`src/design/greedy_graph_vertex_partitioner_macros.svh`:
```
// Assertion macros for the greedy graph vertex partitioner.
// No dependencies.
`ifndef GREEDY_GRAPH_VERTEX_PARTITIONER_MACROS_SVH
`define GREEDY_GRAPH_VERTEX_PARTITIONER_MACROS_SVH
`define GGVP_ASSERT_IMP(label, clk, rst_n, a, c) \
    label: assert property (@(posedge clk) disable iff (!rst_n) (a) |-> (c)) \
        else $error("assertion failed");
`define GGVP_ASSERT_NEXT(label, clk, rst_n, a, c) \
    label: assert property (@(posedge clk) disable iff (!rst_n) (a) |=> (c)) \
        else $error("assertion failed");
`endif

```
`src/design/ggvp_ram.sv`:
```
// Generic single-port RAM with registered read.
// No dependencies.
`default_nettype none
module ggvp_ram #(
    parameter int WIDTH = 8,
    parameter int DEPTH = 16
) (
    input  wire logic                     clk,
    input  wire logic                     we,
    input  wire logic [$clog2(DEPTH)-1:0] addr,
    input  wire logic [WIDTH-1:0]         wdata,
    output logic      [WIDTH-1:0]         rdata
);
    logic [WIDTH-1:0] mem [DEPTH];
    always_ff @(posedge clk)
    begin
        if (we)
        begin
            mem[addr] <= wdata;
        end
        rdata <= mem[addr];
    end
endmodule
`default_nettype wire

```
`config.mk`:
```
export PLATFORM = sky130hd
export DESIGN_NAME = ggvp_ram
export DESIGN_NICKNAME = d
export VERILOG_FILES = /design/src/design/greedy_graph_vertex_partitioner_macros.svh /design/src/design/ggvp_ram.sv
export SDC_FILE = /design/constraint.sdc
export NUM_CORES = 1
export LEC_CHECK = 0
export ABC_AREA = 1
export ABC_CLOCK_PERIOD_IN_PS = 3600
export BUFFER_PORTS_ARGS = -buffer_cell sky130_fd_sc_hd__buf_2
export CAP_MARGIN = 10
export CORE_ASPECT_RATIO = 1.2
export CORE_MARGIN = 5
export CORE_UTILIZATION = 43
export CTS_CLUSTER_DIAMETER = 80
export DETAILED_ROUTE_END_ITERATION = 8
export SLEW_MARGIN = 20
export SYNTH_ARGS = -nofsm -noshare
export SYNTH_HDL_FRONTEND = slang
export SYNTH_SLANG_ARGS = --single-unit
```
`constraint.sdc`:
```
create_clock -name clk -period 3.6 [get_ports clk]
set_input_delay 1.08 -clock clk [delete_from_list [all_inputs] [get_ports clk]]
set_output_delay 1.08 -clock clk [all_outputs]
set_load 0.05 [all_outputs]
```
# Word-level counts from Yosys, hierarchy flattened
# Memories as Yosys holds them, arrays and structs flattened. A register that Yosys moved wholly into a read port is not among the register bits.
# Cells that the tools add are included.
dict set report word_totals {
  ram_bits 128
  output_inout_bits 8
  regBits 0
  n_memories 1
}
# name depth width rd rd_ports_with_merged_regs wr line
set memory_table {}
lappend memory_table {mem 16 8 1 1 1 ggvp_ram.sv:14} ;# logic [WIDTH-1:0] mem [DEPTH];
dict set report classes {
  mux 2
}
# operator n
set ops {}
lappend ops {{2-to-1 mux 1 bit} 2}

# Logic depth before layout (Yosys ltp)
# Gate-level depths: netlist of the first run.
dict set report depth {
  depth_word 2
  mapped_depth 11
}

# Worst setup path before layout of the first run
# No wires, ideal clock.
dict set report synth_path {
  kind {input -> register}
  startpoint {input port addr[1]}
  endpoint {memory mem[3][0], enable pin}
  arrival_time_ps 2087
  t_required_ps 3230
  n_path_buf 2
  cell_stages 4
  slack_ps 1143
  cell_sequence {buf_2 -> clkbuf_1 -> nand3_1 -> nor2_1}
}
# element line
set synth_lines {}
lappend synth_lines {{from (decl)} ggvp_ram.sv:10} ;# input wire logic [$clog2(DEPTH)-1:0] addr,
lappend synth_lines {{to (decl)} ggvp_ram.sv:14}
# Straight into the memory's write port.

# Worst setup path after layout of the first run
dict set report layout_path {
  startpoint {input port addr[1]}
  endpoint {memory mem[8][7], enable pin}
}
# Straight into the memory's write port.

==> flow_summary.json, run 1 <==
{
  "synth_seq_cells": 136,
  "synth-compound-area-share_pct": 0,
  "cp_max_fo": 18,
  "peakVddDrop_mv": 0.286,
  "relSlewSlack_pct": 52.6,
  "yosys.area.top_type": "edfxtp_1",
  "power_density_nw_per_um2": 588,
  "routabilityCongestion": 0.884,
  "dpl.cell_count": 717,
  "clk_pin_slew_ns": 0.06,
  "synth.most_common_cell": "nand2_1",
  "die_area_um2": 15400,
  "grt_pass1_wl_um": 20000,
  "ant_nets": 0,
  "drc": 0,
  "postLayoutCoreUtil_pct": 50.4,
  "grt_pass1_vias": 3701,
  "status": "completed",
  "crit_type": "primary input to flop",
  "wl_um": 12500,
  "r2r_cells": 8,
  "grt.overflow.total": 0,
  "maxCapViolCount": 0,
  "r2r-end": "rdata[3]$_DFF_P_",
  "async_flop_share_pct": 0,
  "nFillCells": 1182,
  "fin_skew_ns": 0.00707,
  "multiInputGateArea_um2": 1390,
  "portBuffers": 21,
  "start_util_pct": 44.0,
  "final_hold_viol_count": 0,
  "tightest_slew_ns": 0.709,
  "area.sequential_um2": 4000,
  "clock_latency_ns": 0.41,
  "cts-root-buf": "clkbuf_16",
  "antenna_found_initial": 0,
  "critPathCaptureType": "flop",
  "vias": 3624,
  "synth_fp_nets": 562,
  "max_freq_mhz": 395,
  "yosys.area_share.simple_pct": 24.8,
  "syn_area_per_cell_um2": 10.2,
  "mappedNetlistArea_um2": 5590,
  "ctsResizeCount": 0,
  "clock_path_buffers": 2,
  "cp_data_required_time_ns": 3.64,
  "fin_crit_ns": 2.53,
  "wl_per_cell_um": 16.7,
  "coreArea_um2": 12700,
  "maxSlewViolCount": 0,
  "drt_iter0_drc": 242,
  "grt_max_degree": 49,
  "syn_to_final_growth_pct": 14.7,
  "synth_top_family_by_area": "simple AND/OR/NAND/NOR gates",
  "ys_seq_area_share_pct": 71.6,
  "yosys-top-cells-count": "346 x nand2_1, 128 x edfxtp_1, 21 x inv_1",
  "synth_edf_count": 128,
  "worst_setup_path_start_kind": "primary input",
  "period_share_pct": 70.3,
  "synth_cells": 548,
  "ys.flop_type": "edfxtp_1",
  "cts_hold_buf": 0,
  "tritoncts": "done",
  "setup_viol": 0,
  "rows": 45,
  "yosys.cell_types.count": 11,
  "p_leak_nw": 2.74,
  "die_x_um": 114,
  "regToRegSetupSlack_ns": 2.60,
  "hold-path-cell-count": 8,
  "grtUsageTotal_pct": 17.5,
  "postCtsSetupRepairBufs": 0,
  "cts_num_sinks": 136,
  "min_to": "rdata[5]$_DFF_P_",
  "drive_gt1_share_pct": 8.90,
  "ioPinCount": 22,
  "tns_ns": 0,
  "htree_levels": 4,
  "yosysTopAreaCellShare_pct": 68.7,
  "yosys.area_share.adder_pct": 0,
  "numCtsBuffers": 17,
  "synthTopCellsByArea": "edfxtp_1 69%, nand2_1 23%, dfxtp_1 2.9%",
  "crit_arrival_ns": 2.57,
  "via_per_inst": 4.84,
  "rsz0062_at_grt": "false",
  "r2r-start": "mem[1][3]$_DFFE_PP_",
  "hpwl_um": 8070,
  "stdcell_count": 748,
  "dieHeight_um": 135,
  "first_pass_iters": 5,
  "hold_class": "flop to flop",
  "final_nets": 586,
  "synthMuxAreaShare_pct": 0,
  "n_antenna_cell": 0,
  "yosysWarnings": 0,
  "hold_path_startpoint": "mem[9][5]$_DFFE_PP_",
  "synth-xor-area-share_pct": 0
}
-- placed cells by master, fill, tap and decap left out --
master and instances:
inv_2 1, bufinv_16 4, inv_1 21, nand2_1 346, clkbuf_1 2, buf_2 21, buf_4 5, edfxtp_1 128
dfxtp_1 8, nand3_1 4, clkinv_1 5, clkinvlp_4 1, clkbuf_16 17, clkinv_2 3, nor2_1 18
-- routing by layer --
metal  wire (µm)  global-route usage, %  part of all wire, %
met5           0                      0                    0
met4         275                   7.46                  2.2
met3         518                   3.77                  4.1
met2        6260                   29.4                   50
met1        5460                   21.9                   44
-- cell families (layout without fill, tap and decap cells) --
group,Yosys count,in the layout
flip-flops,136,136
AND/OR/NAND/NOR,368,368
buffers and inverters,44,80
-- area by class of cell --
cell class	count	share of cell area, %
Tap cell	164	3.20
Clock buffer	19	6.75
Sequential cell	136	62.4
Multi-Input combinational cell	368	21.6
Clock inverter	12	2.46
Timing Repair Buffer	26	2.22
Inverter	23	1.35
-- worst max-delay path, stage by stage --
cell	delay (ns)
buf_2	0.22
clkinv_1	0.10
buf_4	0.22
nand3_1	0.29
nor2_1	0.64
-- registers in the layout, indices dropped and copies added (netlist names) --
signal and flops:
rdata 8, mem 128
-- where the power goes --
part	switching, mW	internal [mW]	total [mW]
registers	0.00990	1.77	1.78
clock network	0.609	1.14	1.75
logic	0.188	0.0551	0.243
-- how the worst max path moves through the flow --
stage	from	endpoint	cells after the start
after global placement	addr[1]	mem[14][4]$_DFFE_PP_	4
final	addr[1]	mem[8][7]$_DFFE_PP_	5
after global routing	addr[1]	mem[10][1]$_DFFE_PP_	4
after CTS	addr[1]	mem[8][7]$_DFFE_PP_	5
after detailed placement	addr[1]	mem[10][5]$_DFFE_PP_	4
after floorplan	addr[1]	mem[3][0]$_DFFE_PP_	4
-- metrics by stage --
| stage | hold slack (ns) | instance area [µm²] | worst slack [ns] | total power, mW |
|---|---|---|---|---|
| final | 0.715 | 6410 | 1.07 | 3.77 |
| after CTS | 0.731 | 6410 | 1.12 | 3.80 |
| after global routing | 0.773 | 6410 | 0.972 | 3.90 |
| after global placement | 0.713 | 5820 | 0.743 | 2.06 |
| after floorplan | 0.643 | 5590 | 1.14 | 1.97 |
| after detailed placement | 0.716 | 5820 | 0.669 | 2.06 |
Power figures use the tool's default switching activity.
==> run 2, diff against run 1 <==
- ABC_CLOCK_PERIOD_IN_PS: 3600 -> 2130
- clock period: 3.6 -> 2.13 ns (I/O delays scaled with it)
==> flow_summary.json, run 2 (synthesis gave the netlist of run 1 again) <==
{
  "status": "completed",
  "fin_hold_ws_ns": 0.658,
  "relSlewSlack_pct": 74.1,
  "tightest_slew_ns": 0.388,
  "maxCapViolCount": 0,
  "cp_max_fo": 1,
  "path_cells": "buf_2",
  "wl_um": 11600,
  "routabilityCongestion": 0.860,
  "vias": 3591,
  "final_area_um2": 6640,
  "hold_class": "primary input to flop",
  "critPathBufInv": 1,
  "place_area_um2": 6030,
  "ant_nets": 0,
  "fin_skew_ns": 0.00992,
  "cts_num_sinks": 136,
  "antenna_found_initial": 0,
  "cts_hold_buf": 0,
  "peakVddDrop_mv": 0.434,
  "crit_family": "flip-flops",
  "critPathCaptureType": "output port",
  "postCtsSetupRepairBufs": 0,
  "final_hold_viol_count": 0,
  "via_per_inst": 4.65,
  "htree_levels": 4,
  "ioPinCount": 22,
  "n_antenna_cell": 0,
  "drive_gt1_share_pct": 13.1,
  "setup_viol": 0,
  "power_density_nw_per_um2": 951,
  "crit_type": "flop to output port",
  "grt_max_degree": 37,
  "clk_pin_slew_ns": 0.06,
  "final_nets": 610,
  "p_leak_nw": 2.88,
  "cp_data_required_time_ns": 1.49,
  "crit_arrival_ns": 0.97,
  "tritoncts": "done",
  "die_x_um": 114,
  "clock_path_buffers": 2,
  "ctsResizeCount": 0,
  "hpwl_um": 7660,
  "crit_path_start": "rdata[4]$_DFF_P_",
  "start_util_pct": 44.0,
  "rsz0062_at_grt": "false",
  "wl_per_cell_um": 15.0,
  "largest_register_ffs": 128,
  "tns_ns": 0,
  "portBuffers": 21,
  "first_pass_iters": 4,
  "grt_pass1_wl_um": 18400,
  "fin_crit_ns": 1.61,
  "coreArea_um2": 12700,
  "drc": 0,
  "worst_setup_path_start_kind": "flop",
  "regToRegSetupSlack_ns": 1.14,
  "clock_latency_ns": 0.42,
  "grt.overflow.total": 0,
  "syn_to_final_growth_pct": 18.6,
  "grt_pass1_vias": 3471,
  "r2r-start": "mem[11][7]$_DFFE_PP_",
  "period_share_pct": 75.7,
  "hold_path_startpoint": "wdata[3]",
  "max_freq_mhz": 620,
  "mostFrequentLayoutCells": "346 x nand2_1, 128 x edfxtp_1, 27 x buf_4",
  "cts-root-buf": "clkbuf_16",
  "drt_iter0_drc": 246,
  "slowest_stage": "dfxtp_1",
  "slowest_delay_ns": 0.30,
  "numCtsBuffers": 17,
  "largest_registers": "mem (128), rdata (8)",
  "rows": 45,
  "dieHeight_um": 135,
  "maxSlewViolCount": 0,
  "top_register": "mem",
  "die_area_um2": 15400,
  "layout_commonest_cell": "nand2_1",
  "grtUsageTotal_pct": 16.2
}
run 2: cell types whose count changed in the layout (fill, tap and decap cells not counted), sizes merged:
| cell | previous run | this run |
|---|---|---|
| buf | 26 | 50 |
| clkbuf | 19 | 28 |
| clkinv | 8 | 3 |
| bufinv | 4 | 0 |
| clkinvlp | 1 | 2 |
run 2: worst register-to-register path: stages (launching register included):
cell and delay (ns):
edfxtp_1 0.38, nand2_1 0.08, nand2_1 0.05, nand2_1 0.05, nand2_1 0.07, nand2_1 0.06, nand2_1 0.05, inv_1 0.06
nand2_1 0.07
run 2: per-layer routing:
metal / GRT usage, % / vias to the layer above / routed length [µm]
met5: 0 / - / 0
met4: 6.14 / 0 / 202
met3: 4.30 / 17 / 431
met2: 26.7 / 53 / 5650
met1: 20.5 / 1675 / 5330
li1: - / 1846 / -
run 2: area by class of cell:
cell class	count	area, µm²
fill	1170	6090
sequential	136	4000
multi-input combinational	368	1390
clock buffer	28	581
timing repair buffer	50	348
tap	164	205
inverter	23	86.3
clock inverter	4	25.0
run 2: final timing paths:
kind	end	cells after the start
max	rdata[4]	1
min	mem[5][3]$_DFFE_PP_	1
max reg2reg	rdata[7]$_DFF_P_	8
min reg2reg	rdata[4]$_DFF_P_	8
run 2: stage by stage:
step / setup slack [ns] / utilization [%] / total power [mW] / std cells
final: 0.518 / 52.1 / 6.31 / 773
after detailed placement: 0.265 / 47.4 / 3.49 / 741
after global placement: 0.255 / 47.4 / 3.49 / 741
after floorplan: 0.114 / - / 3.33 / 548
after CTS: 0.496 / 52.1 / 6.36 / 773
after global routing: 0.468 / 52.1 / 6.53 / 773
run 2: report_power, final:
group          total, mW  switching (mW)  internal (mW)
logic              0.427           0.314          0.113
clock network       2.88            1.03           1.85
registers           3.01          0.0142           2.99
total               6.31            1.35           4.96
==> run 3, diff against run 2 <==
- ABC_CLOCK_PERIOD_IN_PS: 2130 -> 1400
- clock period: 2.13 -> 1.4 ns (I/O delays scaled with it)
==> flow_summary.json, run 3 (synthesis gave the netlist of run 1 again) <==
{
  "status": "completed",
  "final_area_um2": 6840,
  "fin_skew_ns": 0.00576,
  "setup_slack_ns": 0.0331,
  "r2r-start": "mem[6][3]$_DFFE_PP_",
  "fin_crit_ns": 1.37,
  "grtUsageTotal_pct": 17.3,
  "slowest_delay_ns": 0.33,
  "coreArea_um2": 12700,
  "grt_max_degree": 25,
  "cts-root-buf": "clkbuf_16",
  "clock_path_buffers": 2,
  "ioPinCount": 22,
  "crit_type": "flop to output port",
  "place_area_um2": 6210,
  "r2r-end": "rdata[3]$_DFF_P_",
  "largest_registers": "mem (128), rdata (8)",
  "ant_nets": 0,
  "rows": 45,
  "die_x_um": 114,
  "tritoncts": "done",
  "antenna_found_initial": 0,
  "routed.top_layer": "met4",
  "r2r_cells": 8,
  "numCtsBuffers": 17,
  "drive_gt1_share_pct": 16.3,
  "clk_pin_slew_ns": 0.06,
  "maxSlewViolCount": 0,
  "period_share_pct": 97.6,
  "path_cells": "buf_4",
  "wl_met1_um": 4770,
  "wl_met3_um": 619,
  "cts_num_sinks": 136,
  "postLayoutCoreUtil_pct": 53.8,
  "cp_max_fo": 1,
  "crit_family": "flip-flops",
  "hpwl_um": 7960,
  "final_hold_viol_count": 0,
  "cp_data_required_time_ns": 0.98,
  "maxCapViolCount": 0,
  "crit_path_start": "rdata[7]$_DFF_P_",
  "grt.overflow.total": 0,
  "clock_latency_ns": 0.41,
  "critPathBufInv": 1,
  "setup_viol": 0,
  "power_density_nw_per_um2": 1440,
  "htree_levels": 4,
  "hold_path_startpoint": "wdata[7]",
  "hold_class": "primary input to flop",
  "drt_iter0_drc": 153,
  "via_per_inst": 4.67,
  "post-place-ws_ns": -0.183,
  "start_util_pct": 44.0,
  "wl_per_cell_um": 15.6,
  "cts_hold_buf": 0,
  "slowest_stage": "dfxtp_1",
  "relSlewSlack_pct": 73.6,
  "p_leak_nw": 2.86,
  "portBuffers": 21,
  "mostFrequentLayoutCells": "346 x nand2_1, 128 x edfxtp_1, 23 x buf_4",
  "grt_pass1_wl_um": 19500,
  "endpoint": "rdata[7]",
  "worst_setup_path_start_kind": "flop",
  "drc": 0,
  "largest_register_ffs": 128,
  "vias": 3581,
  "timing.critical_path.depth": 1,
  "met2_length_um": 6460,
  "max_freq_mhz": 732,
  "critPathCaptureType": "output port",
  "final_nets": 603,
  "dieHeight_um": 135,
  "die_area_um2": 15400,
  "grt_pass1_vias": 3755,
  "top_register": "mem",
  "syn_to_final_growth_pct": 22.3,
  "regToRegSetupSlack_ns": 0.42,
  "first_pass_iters": 4,
  "n_antenna_cell": 0,
  "wl_um": 12000,
  "routabilityCongestion": 0.794,
  "tightest_slew_ns": 0.396,
  "rsz0062_at_grt": "false",
  "layout_commonest_cell": "nand2_1",
  "crit_arrival_ns": 0.95,
  "peakVddDrop_mv": 0.904
}
-- run 3: changes by cell type in the layout (fill, tap and decap cells not counted), sizes merged --
cell / before / now
buf: 50 / 43
bufinv: 0 / 4
clkbuf: 28 / 17
clkinv: 3 / 8
clkinvlp: 2 / 4
-- run 3: how the worst min path moves through the flow --
stage                                      end  depth (start not counted)
after floorplan            mem[0][0]$_DFFE_PP_                          0
after global placement        rdata[3]$_DFF_P_                          8
after detailed placement      rdata[3]$_DFF_P_                          8
after CTS                 mem[13][2]$_DFFE_PP_                          1
after global routing       mem[2][7]$_DFFE_PP_                          1
final                      mem[1][7]$_DFFE_PP_                          1
-- run 3: layer usage --
layer	track usage, %	up-vias
met5	0	-
met4	6.14	0
met3	4.93	8
met2	30.3	74
met1	20.2	1660
li1	-	1839
-- run 3: repair_timing --
action,4_1_cts,5_1_grt
setup endpoints to repair,8,0
gates resized for setup,10,0
hold endpoints to repair,0,0
setup buffers,0,0
-- run 3: final cells by class --
class | count | area [µm²]
Fill cell | 1161 | 5880
Clock inverter | 15 | 184
Tap cell | 164 | 205
Multi-Input combinational cell | 368 | 1560
Timing Repair Buffer | 43 | 369
Sequential cell | 136 | 4010
Clock buffer | 17 | 425
Inverter | 23 | 91.3
-- run 3: report_power, final --
| group | internal, mW | switching [mW] | total (mW) |
|---|---|---|---|
| Sequential | 4.55 | 0.0274 | 4.58 |
| Combinational | 0.224 | 0.518 | 0.741 |
| Clock | 2.94 | 1.60 | 4.55 |
-- run 3: metrics by stage --
stage / std cells / setup TNS [ns] / hold slack (ns) / total power [mW]
finish: 766 / 0 / 0.438 / 9.87
global route: 766 / 0 / 0.436 / 10.2
CTS: 766 / 0 / 0.432 / 9.96
detailed placement: 734 / -18.81 / 0.695 / 5.40
global placement: 734 / -14.75 / 0.689 / 5.39
floorplan: 548 / 0 / 0.519 / 5.12
